[config.mk]
export PLATFORM = sky130hd
export DESIGN_NAME = crt_sqrt_cell
export DESIGN_NICKNAME = d
export VERILOG_FILES = /design/src/rtl/crt_sqrt_cell.sv
export SDC_FILE = /design/constraint.sdc
export NUM_CORES = 1
export LEC_CHECK = 0
export ABC_AREA = 1
export BUFFER_PORTS_ARGS = -buffer_cell sky130_fd_sc_hd__buf_4
export CORE_MARGIN = 2
export CORE_UTILIZATION = 47
export CTS_BUF_LIST = sky130_fd_sc_hd__clkbuf_4
export DETAILED_ROUTE_END_ITERATION = 10
export PLACE_DENSITY_LB_ADDON = 0.2
export SYNTH_ARGS = -nofsm -noshare
export SYNTH_HDL_FRONTEND = slang
export SYNTH_SLANG_ARGS = --single-unit
[constraint.sdc]
create_clock -name clk -period 11.03 [get_ports clk]
set_input_delay 2.7575 -clock clk [delete_from_list [all_inputs] [get_ports clk]]
set_output_delay 2.7575 -clock clk [all_outputs]
set_load 0.05 [all_outputs]
[src/rtl/crt_sqrt_cell.sv]
`timescale 1ns / 1ps
// ----------------------------------------------------------------------------
// crt_sqrt_cell
// One restoring step of the integer square root: one root bit per cell.
// ----------------------------------------------------------------------------
module crt_sqrt_cell (
  input  logic        clk,
  input  logic        en,
  input  logic [63:0] n_in,
  input  logic [63:0] r_in,
  input  logic [63:0] b_in,
  output logic [63:0] n_out,
  output logic [63:0] r_out,
  output logic [63:0] b_out
);
  logic [64:0] trial;

  assign trial = {1'b0, r_in} + {1'b0, b_in};

  always_ff @(posedge clk) begin
    if (en) begin
      if ({1'b0, n_in} >= trial) begin
        n_out <= n_in - trial[63:0];
        r_out <= (r_in >> 1) + b_in;
      end else begin
        n_out <= n_in;
        r_out <= r_in >> 1;
      end
      b_out <= b_in >> 2;
    end
  end
endmodule

==> flow_metrics.env <==
export IMPL_total_net_switching_power_mw=1.90
export IMPL_path_buf_inv=3
export IMPL_synthTopCellsByArea="sky130_fd_sc_hd__edfxtp_1 25%, sky130_fd_sc_hd__nand2_1 22%, sky130_fd_sc_hd__ha_1 11%"
export IMPL_cts_root_to_sink_buffers=2
export IMPL_post_drt_via_cell_ratio=5.52
export IMPL_drt_first_iter_violations=2413
export IMPL_cts_resized=0
export IMPL_sw_share_pct=52.7
export IMPL_maxSlewViolCount=0
export IMPL_vdd_drop_max_mv=0.0865
export IMPL_internal_power_consumption_mw=1.70
export IMPL_wire_length_of_the_first_global_routing_pass_mm=140
export IMPL_power_sequential_fraction_pct=26.6
export IMPL_fin_crit_ps=8170
export IMPL_hold_path_depth=1
export IMPL_post_synth_num_cell_types=42
export IMPL_dpl_cell_count=4615
export IMPL_worstPathArrival_ps=8860
export IMPL_start_to_end_type_of_the_worst_setup_path="input port to flip-flop"
export IMPL_grt_use_total_pct=37.5
export IMPL_yosys_register_bits=190
export IMPL_critical_path_top_cell_by_count="sky130_fd_sc_hd__nand2_1"
export IMPL_cts_tree="done"
export IMPL_finalHoldViolCount=0
export IMPL_cts_made_buffers=17
export IMPL_worst_path_max_delay_cell="sky130_fd_sc_hd__nand2_4"
export IMPL_timing_final_crit_share_pct=74.1
export IMPL_cts_post_setup_buffers_inserted=0
export IMPL_achievable_frequency_mhz=122
export IMPL_use_met2_pct=61.7
export IMPL_antenna_found_initial=2
export IMPL_clk_root_buffer_cell="sky130_fd_sc_hd__clkbuf_4"
export IMPL_synth_top_area_share_pct=25.3
export IMPL_initial_core_util_pct=47.4
export IMPL_route_antenna_remaining_nets=0
export IMPL_grt_busiest_layer="met2"
export IMPL_vias=25700
export IMPL_globalplace_congestion=1.03
export IMPL_grt_overflow_total=0
export IMPL_synthesis_yosys_warnings=0
export IMPL_floorplan_rows=80
export IMPL_die_area_um2=49800
export IMPL_die_w_um=223
export IMPL_avgRoutedWirePerCell_um=20.2
export IMPL_grt_start_max_net_pins=67
export IMPL_synth_async_reset_ratio_pct=0
export IMPL_run_status="complete, no violations"
export IMPL_worstSetupPathDepth=25
export IMPL_critPathCaptureType="flip-flop"
export IMPL_fp_dieH_um=223
export IMPL_cts_reportedPaths_clkPinSlew_ps=210
export IMPL_placement_io_buffers=383
export IMPL_ctsHtreeMaxLevel=4
export IMPL_critical_path_top_delay_family="simple AND/OR/NAND/NOR gates"
export IMPL_cts_sinks=190
export IMPL_cp_max_fo=66
export IMPL_synth_avg_cell_area_um2=6.17
export IMPL_flow_area_growth_from_synthesis_pct=16.5
export IMPL_design_core_area_um2=47500
export IMPL_synth_area_leader="sky130_fd_sc_hd__edfxtp_1"
export IMPL_cpPeakStageDelay_ps=860
export IMPL_layout_common_cells="1,340 x sky130_fd_sc_hd__nand2_1, 530 x sky130_fd_sc_hd__inv_1, 387 x sky130_fd_sc_hd__buf_4, 370 x sky130_fd_sc_hd__nor2_1, 281 x sky130_fd_sc_hd__a21oi_1"
export IMPL_pin_count=386
export IMPL_drc=0
export IMPL_layout_cells_non_filler=4653
export IMPL_tightest_slew_ps=877
export IMPL_holdBufCountCts=0
export IMPL_seq_area_frac_synth_pct=25.3
export IMPL_wirelength_mm=93.9
export IMPL_layout_cells_most_common="sky130_fd_sc_hd__nand2_1"
export IMPL_netlist_instances=3654
export IMPL_pwr_density_cell_nw_per_um2=137
export IMPL_grt_met1_use_pct=47.6
export IMPL_proportion_of_layout_cells_with_a_drive_suffix_above_1_pct=11.0
export IMPL_detailed_router_iteration_count_before_antenna_repair=6
export IMPL_first_global_vias=24400
export IMPL_detailedPlacementHpwl_mm=79.8
export IMPL_slew_headroom_pct=41.5
export IMPL_clkPwrFrac_pct=12.5
export IMPL_drv_max_cap_violation_count=0
export IMPL_synth_area_um2=22600
export IMPL_cp_required_ps=11720
export IMPL_finalSetupViolCount=0
export IMPL_totalNegativeSetupSlack_ps=0
export IMPL_timing_critical_path_from_type="input port"
export IMPL_gr_usage_met3_pct=4.93
export IMPL_worst_hold_path_type="input port to flip-flop"
export IMPL_final_nets=4407
export IMPL_postSynth_topFlopCell="sky130_fd_sc_hd__edfxtp_1"
export IMPL_power_leakage_nw=13.7
export IMPL_combPwrFrac_pct=61.0
export IMPL_rsz0062_at_grt="no"
export IMPL_synth_enable_flop_cells=190
Yosys cell counts (2+ instances only):
master	n
sky130_fd_sc_hd__nor2_1	370
sky130_fd_sc_hd__a21boi_0	8
sky130_fd_sc_hd__o21ai_0	132
sky130_fd_sc_hd__nand3_1	276
sky130_fd_sc_hd__nand2_2	5
sky130_fd_sc_hd__nand2_4	2
sky130_fd_sc_hd__xnor2_1	38
sky130_fd_sc_hd__xor2_1	71
sky130_fd_sc_hd__buf_4	12
sky130_fd_sc_hd__and3_1	2
sky130_fd_sc_hd__a21o_1	5
sky130_fd_sc_hd__and2_1	2
sky130_fd_sc_hd__inv_1	530
sky130_fd_sc_hd__o21bai_1	48
sky130_fd_sc_hd__edfxtp_1	190
sky130_fd_sc_hd__nor2_2	5
sky130_fd_sc_hd__ha_1	191
sky130_fd_sc_hd__o211ai_1	3
sky130_fd_sc_hd__nor3_1	20
sky130_fd_sc_hd__inv_2	5
sky130_fd_sc_hd__a211oi_1	2
sky130_fd_sc_hd__nand3b_1	11
sky130_fd_sc_hd__buf_6	8
sky130_fd_sc_hd__nand2_1	1340
sky130_fd_sc_hd__fa_1	3
sky130_fd_sc_hd__a21oi_2	2
sky130_fd_sc_hd__a21oi_1	281
sky130_fd_sc_hd__nand4_1	42
sky130_fd_sc_hd__buf_2	22
sky130_fd_sc_hd__nor4_1	16
routing by layer:
metal / vias up / share of wire (%)
li1: 12600 / -
met1: 11700 / 41
met2: 1202 / 45
met3: 218 / 7.7
met4: 0 / 6.0
met5: - / 0
cell families after synthesis:
group,Yosys count,synth area share [%]
adder cells (fa/ha/maj),194,10.9
AO/OA/AOI/OAI,486,11.6
XOR/XNOR,109,4.23
buffers and inverters,578,10.3
flip-flops,190,25.3
other,1,0.0166
AND/OR/NAND/NOR,2096,37.7
layout make-up:
cell class / instances / area [um^2]
diodes: 6 / 15.0
clock buffers: 17 / 128
clock inverters: 15 / 194
fillers: 5002 / 21300
inverters: 535 / 2010
multi-input cells: 2887 / 14500
flip-flops and latches: 190 / 5710
well taps: 615 / 769
repair buffers: 388 / 2920
registers in the layout, summed over array words and instances, names as in the netlist:
name	count
r_out	64
n_out	64
b_out	62
power groups by stage:
stage,Combinational [mW],Clock (mW),Sequential [mW]
final,2.20,0.449,0.958
after global routing,2.38,0.477,0.966
after CTS,2.16,0.456,0.959
after detailed placement,2.15,0,0.974
after global placement,2.15,0,0.974
after floorplan,1.12,0,1.33
stage by stage:
stage | area [um^2] | utilization [%] | setup WS, ps | total power [mW] | hold WS [ps]
after CTS | 26300 | 55.2 | 3050 | 3.57 | 2030
final | 26300 | 55.3 | 2860 | 3.60 | 2110
after detailed placement | 25900 | 54.6 | 2140 | 3.12 | 2960
after floorplan | 22600 | - | 4770 | 2.45 | 2860
after global routing | 26300 | 55.3 | 2470 | 3.83 | 2060
after global placement | 25900 | 54.6 | 2330 | 3.13 | 2960
path summary, 6_finish.rpt:
kind                         endpoint  slack, ps      from
hold / removal    b_out[27]$_DFFE_PP_       2110  b_in[29]
setup / recovery  n_out[35]$_DFFE_PP_       2860   r_in[0]
Note: power is estimated with default switching activity, not from simulation.
