File: src/rtl/crt_pkg.sv
`timescale 1ns / 1ps
// ----------------------------------------------------------------------------
// crt_pkg
// Shared constants, beat types and tables for the cartesian to pt/eta/phi
// conversion pipeline.
// ----------------------------------------------------------------------------
package crt_pkg;

  localparam int COORD_WIDTH   = 24;
  localparam int CORDIC_STAGES = 16;
  localparam int EFF_W         = (COORD_WIDTH < 24) ? COORD_WIDTH : 24;

  localparam int LOG_FRAC   = 24;
  localparam int LOG_W      = 6 + LOG_FRAC;
  localparam int NORM_STEPS = 6;
  localparam int LOG_LAT    = NORM_STEPS + LOG_FRAC;
  localparam int SQRT_CELLS = 32;

  localparam int XW = 43;   // CORDIC x/y datapath
  localparam int ZW = 24;   // CORDIC angle, Q.20

  localparam logic signed [ZW-1:0] PI_Q20  = 24'sd3294199;
  localparam logic signed [16:0]   PHI_LIM = 17'sd25736;
  localparam logic [31:0]          LN2_Q32 = 32'd2977044472;

  // pipeline stage numbers, input register is stage 1
  localparam int ST_IN   = 1;
  localparam int ST_SQ   = 2;
  localparam int ST_SUM  = 3;
  localparam int ST_ROOT = ST_SUM + SQRT_CELLS;
  localparam int ST_PT   = ST_ROOT + 1;
  localparam int ST_LOG  = ST_PT + LOG_LAT;
  localparam int ST_D    = ST_LOG + 1;
  localparam int ST_PROD = ST_D + 1;
  localparam int LAST    = ST_PROD + 1;
  localparam int PHI_ST  = ST_SQ + CORDIC_STAGES + 1;

  typedef struct packed {
    logic signed [23:0] mom_x;
    logic signed [23:0] mom_y;
    logic signed [23:0] mom_z;
    logic signed [23:0] energy_in;
  } in_beat_t;

  typedef struct packed {
    logic [23:0]        trans_mom;
    logic signed [15:0] pseudorapidity;
    logic signed [15:0] azimuth;
    logic signed [23:0] energy_out;
    logic               eta_saturated;
  } out_beat_t;

  typedef struct packed {
    logic               valid;
    logic signed [23:0] energy;
    logic               zneg;
    logic               stzero;
    logic [23:0]        az;
    logic [47:0]        st;
    logic [23:0]        pt;
    logic signed [15:0] phi;
    logic signed [15:0] eta;
    logic               flag;
  } meta_t;

  // round(atan(2^-i) * 2^20)
  function automatic logic signed [ZW-1:0] atan_q20(input logic [4:0] i);
    logic signed [ZW-1:0] v;
    case (i)
      5'd0:  v = 24'sd823550;
      5'd1:  v = 24'sd486170;
      5'd2:  v = 24'sd256879;
      5'd3:  v = 24'sd130396;
      5'd4:  v = 24'sd65451;
      5'd5:  v = 24'sd32757;
      5'd6:  v = 24'sd16383;
      5'd7:  v = 24'sd8192;
      5'd8:  v = 24'sd4096;
      5'd9:  v = 24'sd2048;
      5'd10: v = 24'sd1024;
      5'd11: v = 24'sd512;
      5'd12: v = 24'sd256;
      5'd13: v = 24'sd128;
      5'd14: v = 24'sd64;
      5'd15: v = 24'sd32;
      5'd16: v = 24'sd16;
      5'd17: v = 24'sd8;
      5'd18: v = 24'sd4;
      5'd19: v = 24'sd2;
      5'd20: v = 24'sd1;
      default: v = '0;
    endcase
    return v;
  endfunction

endpackage

File: src/rtl/crt_cordic_cell.sv
`timescale 1ns / 1ps
// ----------------------------------------------------------------------------
// crt_cordic_cell
// One vectoring micro-rotation; the stage index travels with the data.
// ----------------------------------------------------------------------------
module crt_cordic_cell
  import crt_pkg::*;
(
  input  logic                 clk,
  input  logic                 en,
  input  logic signed [XW-1:0] x_in,
  input  logic signed [XW-1:0] y_in,
  input  logic signed [ZW-1:0] z_in,
  input  logic [4:0]           idx_in,
  output logic signed [XW-1:0] x_out,
  output logic signed [XW-1:0] y_out,
  output logic signed [ZW-1:0] z_out,
  output logic [4:0]           idx_out
);
  logic signed [XW-1:0] xs, ys;
  logic signed [ZW-1:0] ang;

  assign xs  = x_in >>> idx_in;
  assign ys  = y_in >>> idx_in;
  assign ang = atan_q20(idx_in);

  always_ff @(posedge clk) begin
    if (en) begin
      if (!y_in[XW-1]) begin
        x_out <= x_in + ys;
        y_out <= y_in - xs;
        z_out <= z_in + ang;
      end else begin
        x_out <= x_in - ys;
        y_out <= y_in + xs;
        z_out <= z_in - ang;
      end
      idx_out <= idx_in + 5'd1;
    end
  end
endmodule

File: config.mk
export PLATFORM = sky130hd
export DESIGN_NAME = crt_cordic_cell
export DESIGN_NICKNAME = d
export VERILOG_FILES = /design/src/rtl/crt_pkg.sv /design/src/rtl/crt_cordic_cell.sv
export SDC_FILE = /design/constraint.sdc
export NUM_CORES = 1
export LEC_CHECK = 0
export ABC_AREA = 1
export BUFFER_PORTS_ARGS = -buffer_cell sky130_fd_sc_hd__buf_2
export CAP_MARGIN = 20
export CORE_UTILIZATION = 50
export CTS_CLUSTER_DIAMETER = 150
export DETAILED_ROUTE_END_ITERATION = 7
export GPL_TIMING_DRIVEN = 0
export PLACE_DENSITY = 0.81
export SLEW_MARGIN = 10
export SYNTH_ARGS = -nofsm -noshare
export SYNTH_HDL_FRONTEND = slang
export SYNTH_SLANG_ARGS = --single-unit
File: constraint.sdc
create_clock -name clk -period 7.5 [get_ports clk]
set_input_delay 0.75 -clock clk [delete_from_list [all_inputs] [get_ports clk]]
set_output_delay 0.75 -clock clk [all_outputs]
set_load 0.01 [all_outputs]
==> results.md <==
| Result | Value |
| --- | --- |
| Part of the Yosys area used for sequential elements | 0.193 |
| Dpl hpwl | 70600 microns |
| RSZ-0062 raised after global routing | false |
| Cell count after synthesis | 2917 |
| Number of global-route vias before repair | 21.0k |
| Commonest non-fill, non-tap cells in the layout | nand2_1, nand3_1, buf_2 |
| Number of placed instances, taps included | 3601 |
| Wire length of the first global-routing pass | 127000 microns |
| # H-tree levels | 4 |
| Netlist area before placement | 17900 sq um |
| Metal-1 WL | 35100 microns |
| Worst EP arrival | 7.03 ns |
| Chip width | 191 microns |
| Combinational Power Share | 0.551 |
| Outcome | finished clean |
| Final standard cell area without fillers | 20300 sq um |
| Height of the die | 191 microns |
| Count of nets after finishing | 3416 |
| Internal power | 2.23 mW |
| Transition time at the pin with the least slew margin | 1.26 ns |
| Final setup violation count | 0 |
| Count of standard-cell rows | 68 |
| Initial standard-cell utilization of the core | 0.514 |
| Core area | 34900 sq um |
| Post-Route Utilization | 0.582 |
| Critical path start-end classification | in -> reg |
| Ys async rst share | 0 |
| Maximum frequency from static timing analysis | 146 MHz |
| Clock tree from TritonCTS | yes |
| End point of the critical path | x_out[41]$_DFFE_PP_ |
| Vias per cell | 6.29 |
| PnR Total Power | 4.22 mW |
| # fillers | 3407 |
| Synth Register Bits | 115 |
| Biggest fanout along the worst timing path | 10 |
| EDFF count, synth | 115 |
| Sequential Power Share | 0.237 |
| Largest cells by area after synthesis | edfxtp_1, nand2_1, nand3_1, ha_1, xor2_1 |
| Peak per-stage delay on the critical path | 0.98 ns |
| Met3 routed wirelength | 12800 microns |
| Congestion Overflow GR | 0 |
| Number of input and output port buffers inserted | 228 |
| Worst-case clock buffer depth | 2 |
| Slowest stage cell, crit path | nor4_1 |
| Net count of the mapped netlist | 3165 |
| Startpoint of the most critical setup path | idx_in[3] |
| Overall routed net length | 87500 microns |
| Share of the clock period used by the worst path after layout | 0.910 |
| Total cell area at the placement stage | 19700 sq um |
| Switching power as a share of total power | 0.470 |
| Share of Yosys cell area claimed by the top area cell type | 0.193 |
| P&R area growth vs syn | 13.3% |
| Inserted Clock Buffers | 17 |
| CTS Root Cell | clkbuf_16 |
| Most prevalent standard cell on the critical path | nand2_1 |
| Clock network fraction of design power | 0.212 |
| Last weighted congestion value of the routability-driven placer | 1.15 |
| Hold WC Path Type | in -> reg |
| Total negative slack for setup checks | 0 ns |
| CP bufs+invs | 4 |
| Power density normalized to cell area | 208 nW/um^2 |
| Count of inserted antenna diode cells | 0 |
| Total die area | 36600 sq um |
| Worst IR drop on VDD | 0.189 mV |
| Highest metal layer with signal wires | met5 |
| Tmin final | 6.83 ns |
| Synth unique cells | 54 |
| Max-cap check violation count | 0 |
| Prevailing post-synth register cell | edfxtp_1 |
| Biggest area consumer among synthesized cells | edfxtp_1 |
| TritonCTS sink count | 115 |
| Wire per inst | 24.1 microns |
| Critical Path Stages | 25 |
| Vias after detailed routing | 22.9k |
| Maximum number of pins on one net before global-route repair | 75 |
| Leading cell type in the layout, fill and taps excluded | nand2_1 |
| Static Leak | 10.2 nW |
| IO Pins | 232 |
| Initial antenna violation count | 1 |
| Post-Syn Area per Cell | 6.14 sq um |
| Final hold vios | 0 |
| Number of remaining DRC errors | 0 |
| Global-route total usage across every layer | 0.472 |
| Capturing element type of the critical path | flip-flop |
| Number of nets with antenna violations after routing | 0 |
| Crit path max-delay family | simple AND/OR/NAND/NOR gates |
| Worst path required time | 7.70 ns |
| Final std cells w/o fill | 3636 |
| Clock edge transition at the registers on the reported setup and hold paths | 0.06 ns |
| Met2 wirelength from detailed routing | 34900 microns |
| Yosys warnings | 0 |
| Critical Path Source Type | input port |
| Psw | 1.98 mW |
| Fraction of final layout cells with drive strength greater than 1 | 0.130 |
| Setup repair bufs after CTS | 0 |
| Worst slew margin relative to its limit | 0.163 |
| Count of final max-slew check failures | 0 |
| Number of buffers inserted for hold repair after clock tree synthesis | 0 |
| Number of cells upsized or downsized after cts | 0 |
| First-iteration detailed-routing DRC count | 3333 |
| Router iterations before antenna repair | 7 |
-- worst min-delay path by stage --
stage / from / endpoint / depth (start not counted)
floorplan: en / idx_out[0]$_DFFE_PP_ / 0
global placement: y_in[0] / y_out[0]$_DFFE_PP_ / 2
detailed placement: y_in[0] / y_out[0]$_DFFE_PP_ / 2
CTS: y_in[0] / y_out[0]$_DFFE_PP_ / 2
global route: y_in[0] / y_out[0]$_DFFE_PP_ / 2
finish: y_in[0] / y_out[0]$_DFFE_PP_ / 2
-- layout make-up --
cell class | instances | area (sq um) | share of cell area
Clock buffer | 17 | 425 | 0.0209
Buffer | 101 | 537 | 0.0264
Sequential cell | 115 | 3450 | 0.170
Inverter | 277 | 1040 | 0.0514
Multi-Input combinational cell | 2424 | 12900 | 0.635
Clock inverter | 15 | 183 | 0.00899
Tap cell | 455 | 569 | 0.0280
Timing Repair Buffer | 232 | 1210 | 0.0597
-- kinds of logic (layout without fill, tap and decap cells) --
family / count (synthesis) / count (layout) / synth area share
DFF: 115 / 115 / 0.193
and+or+nand+nor: 1728 / 1728 / 0.418
adders and majority gates: 131 / 131 / 0.0927
buffers and inverters: 378 / 642 / 0.0882
xor gates and xnor gates: 169 / 169 / 0.0826
AOI/OAI and AO/OA: 396 / 396 / 0.126
-- state kept, by name, summed over array words and instances (netlist names) --
register	flops
z_out	24
x_out	43
y_out	43
idx_out	5
-- through the flow --
stage	setup slack [ns]	hold slack, ns
3_5_place_dp	0.631	1.11
4_1_cts	1.20	0.643
2_1_floorplan	3.02	0.862
5_1_grt	0.526	0.650
6_report	0.673	0.664
3_3_place_gp	0.837	1.10
-- Yosys cell counts (all sizes together), types with 3 or more instances --
| cell type | count |
|---|---|
| o211ai | 8 |
| xor2 | 117 |
| nand3b | 4 |
| o21a | 13 |
| o21bai | 10 |
| clkbuf | 20 |
| nor2 | 246 |
| nand2 | 908 |
| a21boi | 11 |
| o31ai | 4 |
| xnor2 | 52 |
| nand4 | 28 |
| fa | 3 |
| buf | 81 |
| inv | 276 |
| edfxtp | 115 |
| nand3 | 512 |
| ha | 128 |
| a21o | 7 |
| a31oi | 29 |
| o221ai | 6 |
| nor4 | 3 |
| o21ai | 137 |
| a21oi | 159 |
| nor3 | 23 |
-- layer usage --
layer / global-route usage / vias to the layer above
met3: 0.160 / 312
li1: - / 10300
met4: 0.226 / 2
met1: 0.628 / 10500
met5: 0 / -
met2: 0.676 / 1733
-- power by group through the flow --
stage | logic [mW] | clock network [mW] | registers (mW)
2_1_floorplan | 1.35 | 0 | 1.11
3_5_place_dp | 2.22 | 0 | 1.01
3_3_place_gp | 2.16 | 0 | 1.01
6_report | 2.32 | 0.896 | 1.00
5_1_grt | 2.49 | 0.912 | 1.02
4_1_cts | 2.23 | 0.891 | 1.00
(Power assumes the default switching activity.)
